[config.mk]
export PLATFORM = sky130hd
export DESIGN_NAME = motor_current_foldback_ir_comp
export DESIGN_NICKNAME = d
export VERILOG_FILES = /design/src/sv/mcf_pkg.sv /design/src/sv/mcf_div.sv /design/src/sv/motor_current_foldback_ir_comp.sv
export VERILOG_INCLUDE_DIRS = /design/src /design/src/sv
export SDC_FILE = /design/constraint.sdc
export NUM_CORES = 2
export LEC_CHECK = 0
export ABC_CLOCK_PERIOD_IN_PS = 10500
export BUFFER_PORTS_ARGS = -buffer_cell sky130_fd_sc_hd__buf_4
export CAP_MARGIN = 0
export CORE_MARGIN = 3
export CORE_UTILIZATION = 25
export CTS_CLUSTER_SIZE = 8
export DETAILED_ROUTE_END_ITERATION = 10
export GPL_TIMING_DRIVEN = 0
export PLACE_DENSITY = 0.45
export SYNTH_ARGS = -nofsm -noshare
export SYNTH_HDL_FRONTEND = slang
export SYNTH_SLANG_ARGS = --single-unit
[constraint.sdc]
create_clock -name clk -period 10.5 [get_ports clk]
set_input_delay 2.625 -clock clk [delete_from_list [all_inputs] [get_ports clk]]
set_output_delay 2.625 -clock clk [all_outputs]
set_load 0.02 [all_outputs]
[src/sv/motor_current_foldback_ir_comp_assert.svh]
// Assertion macros shared by the motor current foldback RTL.
`ifndef MOTOR_CURRENT_FOLDBACK_IR_COMP_ASSERT_SVH
`define MOTOR_CURRENT_FOLDBACK_IR_COMP_ASSERT_SVH

`ifndef SYNTH
// same-cycle implication, sampled on clk, off during reset
`define MCF_ASSERT_IMP(lbl, ante, cons) \
	lbl: assert property (@(posedge clk) disable iff (!arst_n) (ante) |-> (cons)) \
		else $error("assertion failed");
// next-cycle implication
`define MCF_ASSERT_NXT(lbl, ante, cons) \
	lbl: assert property (@(posedge clk) disable iff (!arst_n) (ante) |=> (cons)) \
		else $error("assertion failed");
`else
`define MCF_ASSERT_IMP(lbl, ante, cons)
`define MCF_ASSERT_NXT(lbl, ante, cons)
`endif

`endif

[src/sv/mcf_pkg.sv]
// Types and constants shared by the motor current foldback block.
`timescale 1ns / 1ps

package mcf_pkg;

	// back-EMF gain, Q8.8
	localparam logic [15:0] BACK_EMF_GAIN = 16'd256;
	// 0.5 V at 24 fraction bits
	localparam int HALF_VOLT_Q24 = 1 << 23;
	// 0.9 in Q1.15, truncated
	localparam int DUTY_BOUND = 29491;

	localparam int NUM_W = 35;
	localparam int DEN_W = 17;
	localparam int QUO_W = 17;
	localparam int DIV_STEPS = 17;
	localparam int CNT_W = 5;

	typedef enum logic [1:0] {
		MODE_NORMAL   = 2'd0,
		MODE_BOOST    = 2'd1,
		MODE_FOLDBACK = 2'd2
	} mode_t;

	// configuration register indexes
	typedef enum logic [3:0] {
		REG_FB_TRIP_CUR   = 4'd0,
		REG_FB_TRIP_TICKS = 4'd1,
		REG_FB_LIMIT      = 4'd2,
		REG_COOL_TICKS    = 4'd3,
		REG_BOOST_CUR     = 4'd4,
		REG_BOOST_TICKS   = 4'd5,
		REG_NORMAL_LIMIT  = 4'd6,
		REG_WINDING_RES   = 4'd7
	} reg_idx_t;

	typedef struct packed {
		logic             start;
		logic [NUM_W-1:0] num;
		logic [DEN_W-1:0] den;
	} div_req_t;

	typedef struct packed {
		logic busy;
		logic done;
	} div_stat_t;

endpackage

[src/sv/mcf_div.sv]
// Restoring divider, one quotient bit per cycle, 17-bit quotient.
`timescale 1ns / 1ps
`include "motor_current_foldback_ir_comp_assert.svh"

module mcf_div (
	input  logic                      clk,
	input  logic                      arst_n,
	input  mcf_pkg::div_req_t         req,
	output mcf_pkg::div_stat_t        stat,
	output logic [mcf_pkg::QUO_W-1:0] quot
);

	logic                      busy_q;
	logic                      done_q;
	logic [mcf_pkg::CNT_W-1:0] cnt_q;
	logic [mcf_pkg::NUM_W-1:0] rem_q;
	logic [mcf_pkg::NUM_W-1:0] ds_q;
	logic [mcf_pkg::QUO_W-1:0] quo_q;
	logic                      ge;

	assign ge = (rem_q >= ds_q);

	always_ff @(posedge clk or negedge arst_n) begin
		if (!arst_n) begin
			busy_q <= 1'b0;
			done_q <= 1'b0;
			cnt_q  <= '0;
		end else begin
			done_q <= 1'b0;
			if (busy_q) begin
				if (cnt_q == '0) begin
					busy_q <= 1'b0;
					done_q <= 1'b1;
				end else begin
					cnt_q <= cnt_q - 1'b1;
				end
			end else if (req.start) begin
				busy_q <= 1'b1;
				cnt_q  <= mcf_pkg::CNT_W'(mcf_pkg::DIV_STEPS - 1);
			end
		end
	end

	// divisor starts at den << 16 and walks right one bit per step
	always_ff @(posedge clk) begin
		if (busy_q) begin
			if (ge) begin
				rem_q <= rem_q - ds_q;
			end
			quo_q <= {quo_q[mcf_pkg::QUO_W-2:0], ge};
			ds_q  <= ds_q >> 1;
		end else if (req.start) begin
			rem_q <= req.num;
			ds_q  <= mcf_pkg::NUM_W'({req.den, 16'd0});
			quo_q <= '0;
		end
	end

	assign stat.busy = busy_q;
	assign stat.done = done_q;
	assign quot      = quo_q;

	`MCF_ASSERT_NXT(a_start_busy, req.start && !busy_q, busy_q)
	`MCF_ASSERT_IMP(a_cnt_range, busy_q, cnt_q <= mcf_pkg::CNT_W'(mcf_pkg::DIV_STEPS - 1))
	`MCF_ASSERT_IMP(a_done_idle, done_q, !busy_q && $past(busy_q))

endmodule

[src/sv/motor_current_foldback_ir_comp.sv]
// Motor current foldback with IR compensation: protection state and duty computation.
`timescale 1ns / 1ps
`include "motor_current_foldback_ir_comp_assert.svh"

// One request per control tick: measured current, speed command and battery voltage.
// The protection state (normal/boost/foldback) updates at the accept edge; the
// duty then runs through a small sequencer that reuses one 18x18 multiplier three
// times (current limit times resistance, speed times gain, clamped current times
// resistance) and a restoring divider that yields one quotient bit per cycle.
// From accept to result valid a request passes 6 multiplier and add stages,
// 17 divider steps, a step to take the quotient and one to load the output
// register; with a zero battery voltage the divider steps are skipped.
// s_axis_tready stays low while a request is in work and comes back the
// cycle after the result is loaded, so a new request is taken only once the
// previous one has left the sequencer for the output register. A finished
// result sits in the output register until taken, and the next request is
// accepted meanwhile; that one then waits in the sequencer, with the input
// stalled, until the output register frees up. Config writes are taken at any
// time and must only be issued while the block is idle.
module motor_current_foldback_ir_comp (
	input  logic        clk,
	input  logic        arst_n,
	input  logic        s_axis_tvalid,
	output logic        s_axis_tready,
	// [15:0] measured_current, [31:16] speed_command, [47:32] battery_voltage
	input  logic [47:0] s_axis_tdata,
	output logic        m_axis_tvalid,
	input  logic        m_axis_tready,
	// [15:0] duty, [17:16] protect_mode, [32:18] active_limit, [39:33] zero
	output logic [39:0] m_axis_tdata,
	input  logic        cfg_valid,
	output logic        cfg_ready,
	input  logic [3:0]  cfg_index,
	input  logic [15:0] cfg_data
);

	typedef enum logic [3:0] {
		ST_IDLE,
		ST_VMAX,
		ST_DES,
		ST_CLAMP,
		ST_IR,
		ST_SUM,
		ST_NUM,
		ST_DIV,
		ST_OUT
	} state_t;

	function automatic logic [15:0] sat_inc(input logic [15:0] v);
		sat_inc = (v == 16'hFFFF) ? v : v + 16'd1;
	endfunction

	// configuration
	logic [14:0] trip_cur_q;
	logic [15:0] trip_ticks_q;
	logic [14:0] fb_limit_q;
	logic [15:0] cool_ticks_q;
	logic [14:0] boost_cur_q;
	logic [15:0] boost_ticks_q;
	logic [14:0] normal_limit_q;
	logic [15:0] res_q;

	// protection state
	mcf_pkg::mode_t mode_q, mode_n;
	logic [14:0]    limit_q, limit_n;
	logic [15:0]    oc_q, oc_n;
	logic [15:0]    bc_q, bc_n;
	logic [15:0]    oc_inc, bc_inc;
	logic           tripped;
	logic signed [16:0] cur_in;
	logic [16:0]    mag;

	// sequencer
	state_t         state_q;
	logic           accept;
	logic           out_free;

	// datapath
	logic signed [15:0] cur_q;
	logic signed [15:0] spd_q;
	logic [15:0]        vb_q;
	logic signed [17:0] mul_a, mul_b;
	logic signed [35:0] prod_q;
	logic [30:0]        vmax_q;
	logic signed [40:0] desired;
	logic signed [40:0] vmax_ext;
	logic signed [40:0] vc_wide;
	logic signed [34:0] vclamp_q;
	logic signed [16:0] iapp_q;
	logic signed [16:0] iapp_n;
	logic signed [16:0] cur_ext;
	logic signed [16:0] lim_ext;
	logic signed [34:0] vt_q;
	logic               neg_q;
	logic [34:0]        vb_ext;
	logic [15:0]        duty_mag;
	logic [15:0]        duty_q;

	// output register
	logic [15:0]    out_duty_q;
	mcf_pkg::mode_t out_mode_q;
	logic [14:0]    out_limit_q;

	// divider
	mcf_pkg::div_req_t  div_req;
	mcf_pkg::div_stat_t div_stat;
	logic [mcf_pkg::QUO_W-1:0] div_quot;

	assign cfg_ready     = 1'b1;
	assign s_axis_tready = (state_q == ST_IDLE);
	assign accept        = s_axis_tvalid && s_axis_tready;
	assign out_free      = !m_axis_tvalid || m_axis_tready;

	always_ff @(posedge clk or negedge arst_n) begin
		if (!arst_n) begin
			trip_cur_q     <= 15'd15360;
			trip_ticks_q   <= 16'd2000;
			fb_limit_q     <= 15'd5120;
			cool_ticks_q   <= 16'd5000;
			boost_cur_q    <= 15'd12800;
			boost_ticks_q  <= 16'd3000;
			normal_limit_q <= 15'd10240;
			res_q          <= 16'd6554;
		end else if (cfg_valid && cfg_ready) begin
			unique case (cfg_index)
				mcf_pkg::REG_FB_TRIP_CUR:   trip_cur_q     <= cfg_data[14:0];
				mcf_pkg::REG_FB_TRIP_TICKS: trip_ticks_q   <= cfg_data;
				mcf_pkg::REG_FB_LIMIT:      fb_limit_q     <= cfg_data[14:0];
				mcf_pkg::REG_COOL_TICKS:    cool_ticks_q   <= cfg_data;
				mcf_pkg::REG_BOOST_CUR:     boost_cur_q    <= cfg_data[14:0];
				mcf_pkg::REG_BOOST_TICKS:   boost_ticks_q  <= cfg_data;
				mcf_pkg::REG_NORMAL_LIMIT:  normal_limit_q <= cfg_data[14:0];
				mcf_pkg::REG_WINDING_RES:   res_q          <= cfg_data;
				default: ;
			endcase
		end
	end

	// protection update on the incoming current
	assign cur_in = {s_axis_tdata[15], s_axis_tdata[15:0]};
	assign mag    = cur_in[16] ? 17'(-cur_in) : 17'(cur_in);
	assign oc_inc = sat_inc(oc_q);
	assign bc_inc = sat_inc(bc_q);

	always_comb begin
		mode_n  = mode_q;
		limit_n = limit_q;
		oc_n    = oc_q;
		bc_n    = bc_q;
		tripped = 1'b0;
		if (mode_q != mcf_pkg::MODE_FOLDBACK) begin
			if (mag >= {2'b00, trip_cur_q}) begin
				if (oc_inc >= trip_ticks_q) begin
					tripped = 1'b1;
					mode_n  = mcf_pkg::MODE_FOLDBACK;
					limit_n = fb_limit_q;
					oc_n    = cool_ticks_q;
					bc_n    = '0;
				end else begin
					oc_n = oc_inc;
				end
			end else begin
				oc_n = '0;
			end
		end
		if (!tripped) begin
			unique case (mode_q)
				mcf_pkg::MODE_NORMAL: begin
					if (mag > {2'b00, boost_cur_q}) begin
						mode_n  = mcf_pkg::MODE_BOOST;
						bc_n    = '0;
						limit_n = boost_cur_q;
					end
				end
				mcf_pkg::MODE_BOOST: begin
					bc_n = bc_inc;
					if (bc_inc >= boost_ticks_q) begin
						mode_n  = mcf_pkg::MODE_NORMAL;
						limit_n = normal_limit_q;
					end
				end
				mcf_pkg::MODE_FOLDBACK: begin
					if (oc_q != '0) begin
						oc_n = oc_q - 16'd1;
					end else begin
						mode_n  = mcf_pkg::MODE_NORMAL;
						limit_n = normal_limit_q;
						bc_n    = '0;
					end
				end
				default: ;
			endcase
		end
	end

	// shared multiplier operand select
	always_comb begin
		unique case (state_q)
			ST_VMAX: begin
				mul_a = {3'b000, limit_q};
				mul_b = {2'b00, res_q};
			end
			ST_DES: begin
				mul_a = {{2{spd_q[15]}}, spd_q};
				mul_b = {2'b00, mcf_pkg::BACK_EMF_GAIN};
			end
			ST_IR: begin
				mul_a = {iapp_q[16], iapp_q};
				mul_b = {2'b00, res_q};
			end
			default: begin
				mul_a = '0;
				mul_b = '0;
			end
		endcase
	end

	// clamp of the back-EMF demand and of the current
	assign desired  = {prod_q[32:0], 8'd0};
	assign vmax_ext = {10'd0, vmax_q};
	assign cur_ext  = {cur_q[15], cur_q};
	assign lim_ext  = {2'b00, limit_q};

	always_comb begin
		if (desired > 41'sd0) begin
			vc_wide = ((desired < vmax_ext) ? desired : vmax_ext)
				+ 41'(mcf_pkg::HALF_VOLT_Q24);
			iapp_n  = (cur_ext > lim_ext) ? lim_ext : cur_ext;
		end else if (desired < 41'sd0) begin
			vc_wide = ((desired > -vmax_ext) ? desired : -vmax_ext)
				- 41'(mcf_pkg::HALF_VOLT_Q24);
			iapp_n  = (cur_ext < -lim_ext) ? -lim_ext : cur_ext;
		end else begin
			vc_wide = '0;
			iapp_n  = '0;
		end
	end

	// divider request: numerator |vt| + vb, divisor 2 * vb (round to nearest)
	assign vb_ext      = {19'd0, vb_q};
	assign div_req.start = (state_q == ST_NUM) && (vb_q != '0);
	assign div_req.num = vt_q[34] ? (vb_ext - 35'(vt_q)) : (35'(vt_q) + vb_ext);
	assign div_req.den = {vb_q, 1'b0};

	assign duty_mag = (div_quot > mcf_pkg::QUO_W'(mcf_pkg::DUTY_BOUND))
		? 16'(mcf_pkg::DUTY_BOUND) : div_quot[15:0];

	mcf_div u_div (
		.clk   (clk),
		.arst_n(arst_n),
		.req   (div_req),
		.stat  (div_stat),
		.quot  (div_quot)
	);

	always_ff @(posedge clk or negedge arst_n) begin
		if (!arst_n) begin
			state_q       <= ST_IDLE;
			mode_q        <= mcf_pkg::MODE_NORMAL;
			limit_q       <= 15'd10240;
			oc_q          <= '0;
			bc_q          <= '0;
			m_axis_tvalid <= 1'b0;
		end else begin
			// in ST_OUT a taken result is replaced below
			if (m_axis_tvalid && m_axis_tready && (state_q != ST_OUT)) begin
				m_axis_tvalid <= 1'b0;
			end
			unique case (state_q)
				ST_IDLE: begin
					if (accept) begin
						mode_q  <= mode_n;
						limit_q <= limit_n;
						oc_q    <= oc_n;
						bc_q    <= bc_n;
						state_q <= ST_VMAX;
					end
				end
				ST_VMAX:  state_q <= ST_DES;
				ST_DES:   state_q <= ST_CLAMP;
				ST_CLAMP: state_q <= ST_IR;
				ST_IR:    state_q <= ST_SUM;
				ST_SUM:   state_q <= ST_NUM;
				ST_NUM:   state_q <= (vb_q == '0) ? ST_OUT : ST_DIV;
				ST_DIV: begin
					if (div_stat.done) begin
						state_q <= ST_OUT;
					end
				end
				ST_OUT: begin
					if (out_free) begin
						m_axis_tvalid <= 1'b1;
						state_q       <= ST_IDLE;
					end
				end
				default: state_q <= ST_IDLE;
			endcase
		end
	end

	always_ff @(posedge clk) begin
		if (accept) begin
			cur_q <= s_axis_tdata[15:0];
			spd_q <= s_axis_tdata[31:16];
			vb_q  <= s_axis_tdata[47:32];
		end
		prod_q <= mul_a * mul_b;
		if (state_q == ST_DES) begin
			vmax_q <= prod_q[30:0];
		end
		if (state_q == ST_CLAMP) begin
			vclamp_q <= vc_wide[34:0];
			iapp_q   <= iapp_n;
		end
		if (state_q == ST_SUM) begin
			vt_q <= vclamp_q + prod_q[34:0];
		end
		if (state_q == ST_NUM) begin
			neg_q  <= vt_q[34];
			duty_q <= '0;
		end
		if (state_q == ST_DIV && div_stat.done) begin
			duty_q <= neg_q ? 16'(-duty_mag) : duty_mag;
		end
		if (state_q == ST_OUT && out_free) begin
			out_duty_q  <= duty_q;
			out_mode_q  <= mode_q;
			out_limit_q <= limit_q;
		end
	end

	assign m_axis_tdata = {7'd0, out_limit_q, out_mode_q, out_duty_q};

	`MCF_ASSERT_NXT(a_busy_after_accept, accept, !s_axis_tready)
	`MCF_ASSERT_NXT(a_state_held, !accept, $stable(mode_q) && $stable(limit_q) && $stable(oc_q))
	`MCF_ASSERT_IMP(a_result_src, $rose(m_axis_tvalid), $past(state_q == ST_OUT))
	`MCF_ASSERT_IMP(a_duty_bound, m_axis_tvalid,
		($signed(out_duty_q) <= 16'sd29491) && ($signed(out_duty_q) >= -16'sd29491))

endmodule
==> impl_table.tex <==
\begin{tabular}{lr}
\hline
Metric & Value \\
\hline
\multicolumn{2}{l}{\textbf{Outcome}} \\
\quad Run status & finished clean \\
\multicolumn{2}{l}{\textbf{Floorplanning}} \\
\quad Y dimension of the die & 422.2 um \\
\quad Row count & 152 \\
\quad Area of the die & 0.1783 mm\^{}2 \\
\quad Die extent in x & 422.2 um \\
\quad Initial cell density of the core & 25.19\% \\
\quad Core Footprint & 0.1719 mm\^{}2 \\
\quad Top Ports & 116 \\
\multicolumn{2}{l}{\textbf{Finish}} \\
\quad Number of diodes added for antenna fixing & 0 \\
\quad Layout cells sized above 1 & 9.712\% \\
\quad Final cell area excluding filler cells & 0.04952 mm\^{}2 \\
\quad Leading cell type in the layout, fill and taps excluded & sky130\_fd\_sc\_hd\_\_inv\_1 \\
\quad Net count of the finished layout & 5,366 \\
\quad Commonest cells after routing, fill and taps aside & sky130\_fd\_sc\_hd\_\_inv\_1, sky130\_fd\_sc\_hd\_\_nand2\_1, sky130\_fd\_sc\_hd\_\_nor2\_1, sky130\_fd\_sc\_hd\_\_ha\_1, sky130\_fd\_sc\_hd\_\_edfxtp\_1 \\
\quad Count of placed standard cells in the final layout, fillers left out & 7,036 \\
\quad Relative area change from synthesis to final layout & 14.34\% \\
\quad Final Util & 28.80\% \\
\multicolumn{2}{l}{\textbf{Placed design}} \\
\quad Post-DP HPWL & 107,300 um \\
\quad Post-detailed-placement cell area & 0.04727 mm\^{}2 \\
\quad Buffers added on ports & 106 \\
\quad Post-placement cell count & 6,906 \\
\quad Pre-CTS worst setup slack & 0.7377 ns \\
\quad GP Congestion & 0.8697 \\
\multicolumn{2}{l}{\textbf{Pwr}} \\
\quad Leakage power summed over all cells & 21.19 nW \\
\quad Total power divided by cell area & 285.8 mW/mm\^{}2 \\
\quad Worst vdd ir & 0.0001271 V \\
\multicolumn{2}{l}{\textbf{Drt}} \\
\quad Detailed-route DRC error count & 0 \\
\quad Routed wirelength normalized by instance count & 19.50 um \\
\quad Detailed Routing Iterations Pass 1 & 6 \\
\quad Antenna-violating nets left & 0 \\
\quad Iteration-0 DRC Markers & 2,338 \\
\quad Number of vias per cell after detailed routing & 4.777 \\
\quad Total via count in the routed design & 33,611 \\
\quad Routed wire length & 137,200 um \\
\multicolumn{2}{l}{\textbf{GRT}} \\
\quad Global-route wire length before repair & 210,100 um \\
\quad Maximum number of pins on one net before global-route repair & 106 \\
\quad Number of global-route vias before repair & 34,109 \\
\quad Total overflow reported by the global router & 0 \\
\quad Number of antenna violations at the first check in global routing & 8 \\
\quad GRT Total Usage & 15.26\% \\
\multicolumn{2}{l}{\textbf{STA}} \\
\quad Worst Max-Slew Pin Slew & 1.412 ns \\
\quad Hold slack final & 0.4152 ns \\
\quad Total count of hold-check failures in the final report & 0 \\
\quad Max Clock Skew & 0.04283 ns \\
\quad Maximum clock frequency & 100.9 MHz \\
\quad Crit path time final & 9.907 ns \\
\quad Final setup violation count & 0 \\
\quad Max-slew violation count & 0 \\
\quad Crit path setup slack, layout & 0.5926 ns \\
\quad Setup repair after global routing missed its margin & no \\
\quad Share of the clock period used by the worst path after layout & 94.36\% \\
\quad Worst slew margin relative to its limit & 5.088\% \\
\multicolumn{2}{l}{\textbf{CTS}} \\
\quad Clk\_lat worst skew & 0.71 ns \\
\quad Bufs on Longest Clock Path & 3 \\
\quad Number of clock buffers inserted by TritonCTS & 76 \\
\quad TritonCTS clock tree & done \\
\quad Depth of the CTS H-tree & 3 \\
\quad Clock Root Buffer & sky130\_fd\_sc\_hd\_\_clkbuf\_16 \\
\quad Cells resized by post-CTS repair & 0 \\
\quad Post-CTS Hold Fix Bufs & 0 \\
\quad CTS clk-pin slew, worst paths & 0.05 ns \\
\quad Clock Sink Count & 521 \\
\quad Number of setup buffers added after CTS & 0 \\
\multicolumn{2}{l}{\textbf{Logic synthesis}} \\
\quad Synthesized netlist cell count & 4,472 \\
\quad Count of flip-flops with a built-in enable after synthesis & 301 \\
\quad Part of the Yosys area used for sequential elements & 33.29\% \\
\quad Post-synth ARST share & 35.51\% \\
\quad Mean cell area of the mapped netlist & 9.684 um\^{}2 \\
\quad Seq cells post-synth & 521 \\
\quad Count of different cell masters after synthesis & 90 \\
\quad Number of warnings printed during yosys synthesis & 0 \\
\quad Synthesized area & 0.04331 mm\^{}2 \\
\quad Most used flip-flop cell after synthesis & sky130\_fd\_sc\_hd\_\_edfxtp\_1 \\
\multicolumn{2}{l}{\textbf{Critical path}} \\
\quad Crit end category & flop \\
\quad Worst setup path category & flop to flop \\
\quad Startpoint class of the critical path & flop \\
\quad Dominant delay contributor by cell family on the critical path & adder cells \\
\quad Delay of the slowest cell on the worst path & 0.60 ns \\
\quad Arrival time at the worst endpoint & 10.40 ns \\
\quad CP most frequent cell & sky130\_fd\_sc\_hd\_\_fa\_1 \\
\quad Buffering stage count on the worst path with inverters included & 8 \\
\quad Worst-path cell with the longest stage delay & sky130\_fd\_sc\_hd\_\_xor2\_1 \\
\quad Worst EP required & 10.99 ns \\
\quad Crit path max fanout & 10 \\
\multicolumn{2}{l}{\textbf{Hold path}} \\
\quad Worst min-delay path class & flop to flop \\
\multicolumn{2}{l}{\textbf{Run}} \\
\quad Number of violations of the max-capacitance limit & 0 \\
\hline
\end{tabular}
[final timing paths]
path                                  from             to  slack (ns)  cells past startpoint
worst max-delay path            state_q[3]     prod_q[33]        0.59                     27
worst min-delay path             duty_q[0]  out_duty_q[0]        0.42                      0
worst max register to register  state_q[3]     prod_q[33]        0.59                     27
worst min register to register   duty_q[0]  out_duty_q[0]        0.42                      0
max in group asynchronous           arst_n  m_axis_tvalid        7.56                      2
min in group asynchronous           arst_n        oc_q[8]        1.93                      1
[layout make-up]
class	instances	area [um^2]
inverters	584	2192
clock inverters	9	161.4
repair buffers	118	1015
fillers	18349	122400
well taps	2310	2890
multi-input cells	3207	26100
flip-flops and latches	521	14420
plain buffers	166	664.4
clock buffers	121	2081
[kinds of logic after synthesis]
family          after synthesis  synth area share [%]
other cells                   2               0.01734
flops                       521                 33.29
xor+xnor                    249                 5.036
fa+ha+maj                   619                 22.84
compound gates              897                 13.67
buf+inv                     750                 6.584
mux                         167                 4.270
simple gates               1267                 14.30
[power breakdown]
part | internal (mW) | switching, mW
logic | 3.07 | 4.96
registers | 3.11 | 0.635
clock network | 1.37 | 1.02
[metrics by stage]
step / total power [mW] / TNS, ns
finish: 14.15 / 0
global route: 15.41 / 0
CTS: 14.31 / 0
detailed placement: 11.81 / 0
global placement: 11.75 / -9.782
floorplan: 9.272 / 0
[cells in the mapped netlist (all sizes together), types with 28 or more instances]
| library cell | n | area [um^2] |
|---|---|---|
| a31oi | 29 | 181.4 |
| ha | 333 | 4167 |
| a211oi | 38 | 285.3 |
| nor2 | 344 | 1291 |
| nand2 | 366 | 1374 |
| or3 | 44 | 330.3 |
| nand4 | 50 | 312.8 |
| nor2b | 40 | 250.2 |
| and3 | 38 | 237.7 |
| dfstp | 38 | 998.5 |
| dfrtp | 147 | 3679 |
| dfxtp | 35 | 700.7 |
| nand3 | 74 | 375.4 |
| o21ai | 181 | 905.9 |
| fa | 286 | 5725 |
| nand2b | 39 | 244.0 |
| o21a | 50 | 375.4 |
| inv | 582 | 2185 |
| clkbuf | 143 | 536.8 |
| and2 | 72 | 450.4 |
| edfxtp | 301 | 9039 |
| a21o | 81 | 608.1 |
| nor3 | 83 | 440.4 |
| o22ai | 28 | 175.2 |
| xnor2 | 173 | 1515 |
| mux2 | 142 | 1599 |
| xor2 | 76 | 665.6 |
| a21oi | 229 | 1146 |
| nor4 | 42 | 302.8 |
[routing by layer]
layer,global-route usage (%),up-vias,part of all wire [%]
li1,-,15913,-
met1,20.57,16794,46
met2,25.29,748,47
met3,2.536,156,4.8
met4,3.985,0,2.4
met5,0,-,0
[worst reg2reg max path: stages, from the launching register on]
cell	delay (ns)
sky130_fd_sc_hd__dfrtp_1	0.36
sky130_fd_sc_hd__clkbuf_1	0.21
sky130_fd_sc_hd__nand2b_1	0.27
sky130_fd_sc_hd__nor3_1	0.43
sky130_fd_sc_hd__clkbuf_1	0.48
sky130_fd_sc_hd__buf_1	0.56
sky130_fd_sc_hd__a22oi_1	0.26
sky130_fd_sc_hd__nand2_1	0.18
sky130_fd_sc_hd__clkbuf_1	0.56
sky130_fd_sc_hd__nand2_1	0.19
sky130_fd_sc_hd__fa_1	0.56
sky130_fd_sc_hd__inv_1	0.05
sky130_fd_sc_hd__fa_1	0.49
sky130_fd_sc_hd__fa_1	0.55
sky130_fd_sc_hd__fa_1	0.53
sky130_fd_sc_hd__fa_1	0.54
sky130_fd_sc_hd__inv_1	0.05
sky130_fd_sc_hd__fa_1	0.53
sky130_fd_sc_hd__inv_1	0.04
sky130_fd_sc_hd__ha_1	0.27
sky130_fd_sc_hd__clkbuf_1	0.26
sky130_fd_sc_hd__a21oi_1	0.16
sky130_fd_sc_hd__o2111a_1	0.22
sky130_fd_sc_hd__a211oi_1	0.56
sky130_fd_sc_hd__o31ai_1	0.24
sky130_fd_sc_hd__o21a_1	0.28
sky130_fd_sc_hd__o21ai_0	0.30
sky130_fd_sc_hd__xor2_1	0.60
[registers in the layout, indices dropped and copies added (netlist names), 17 cells and up]
signal and flops:
iapp_q 17, prod_q 35, u_div.ds_q 33, u_div.quot 17, u_div.rem_q 35, vclamp_q 35
vmax_q 31, vt_q 35
Power figures use the tool's default switching activity.
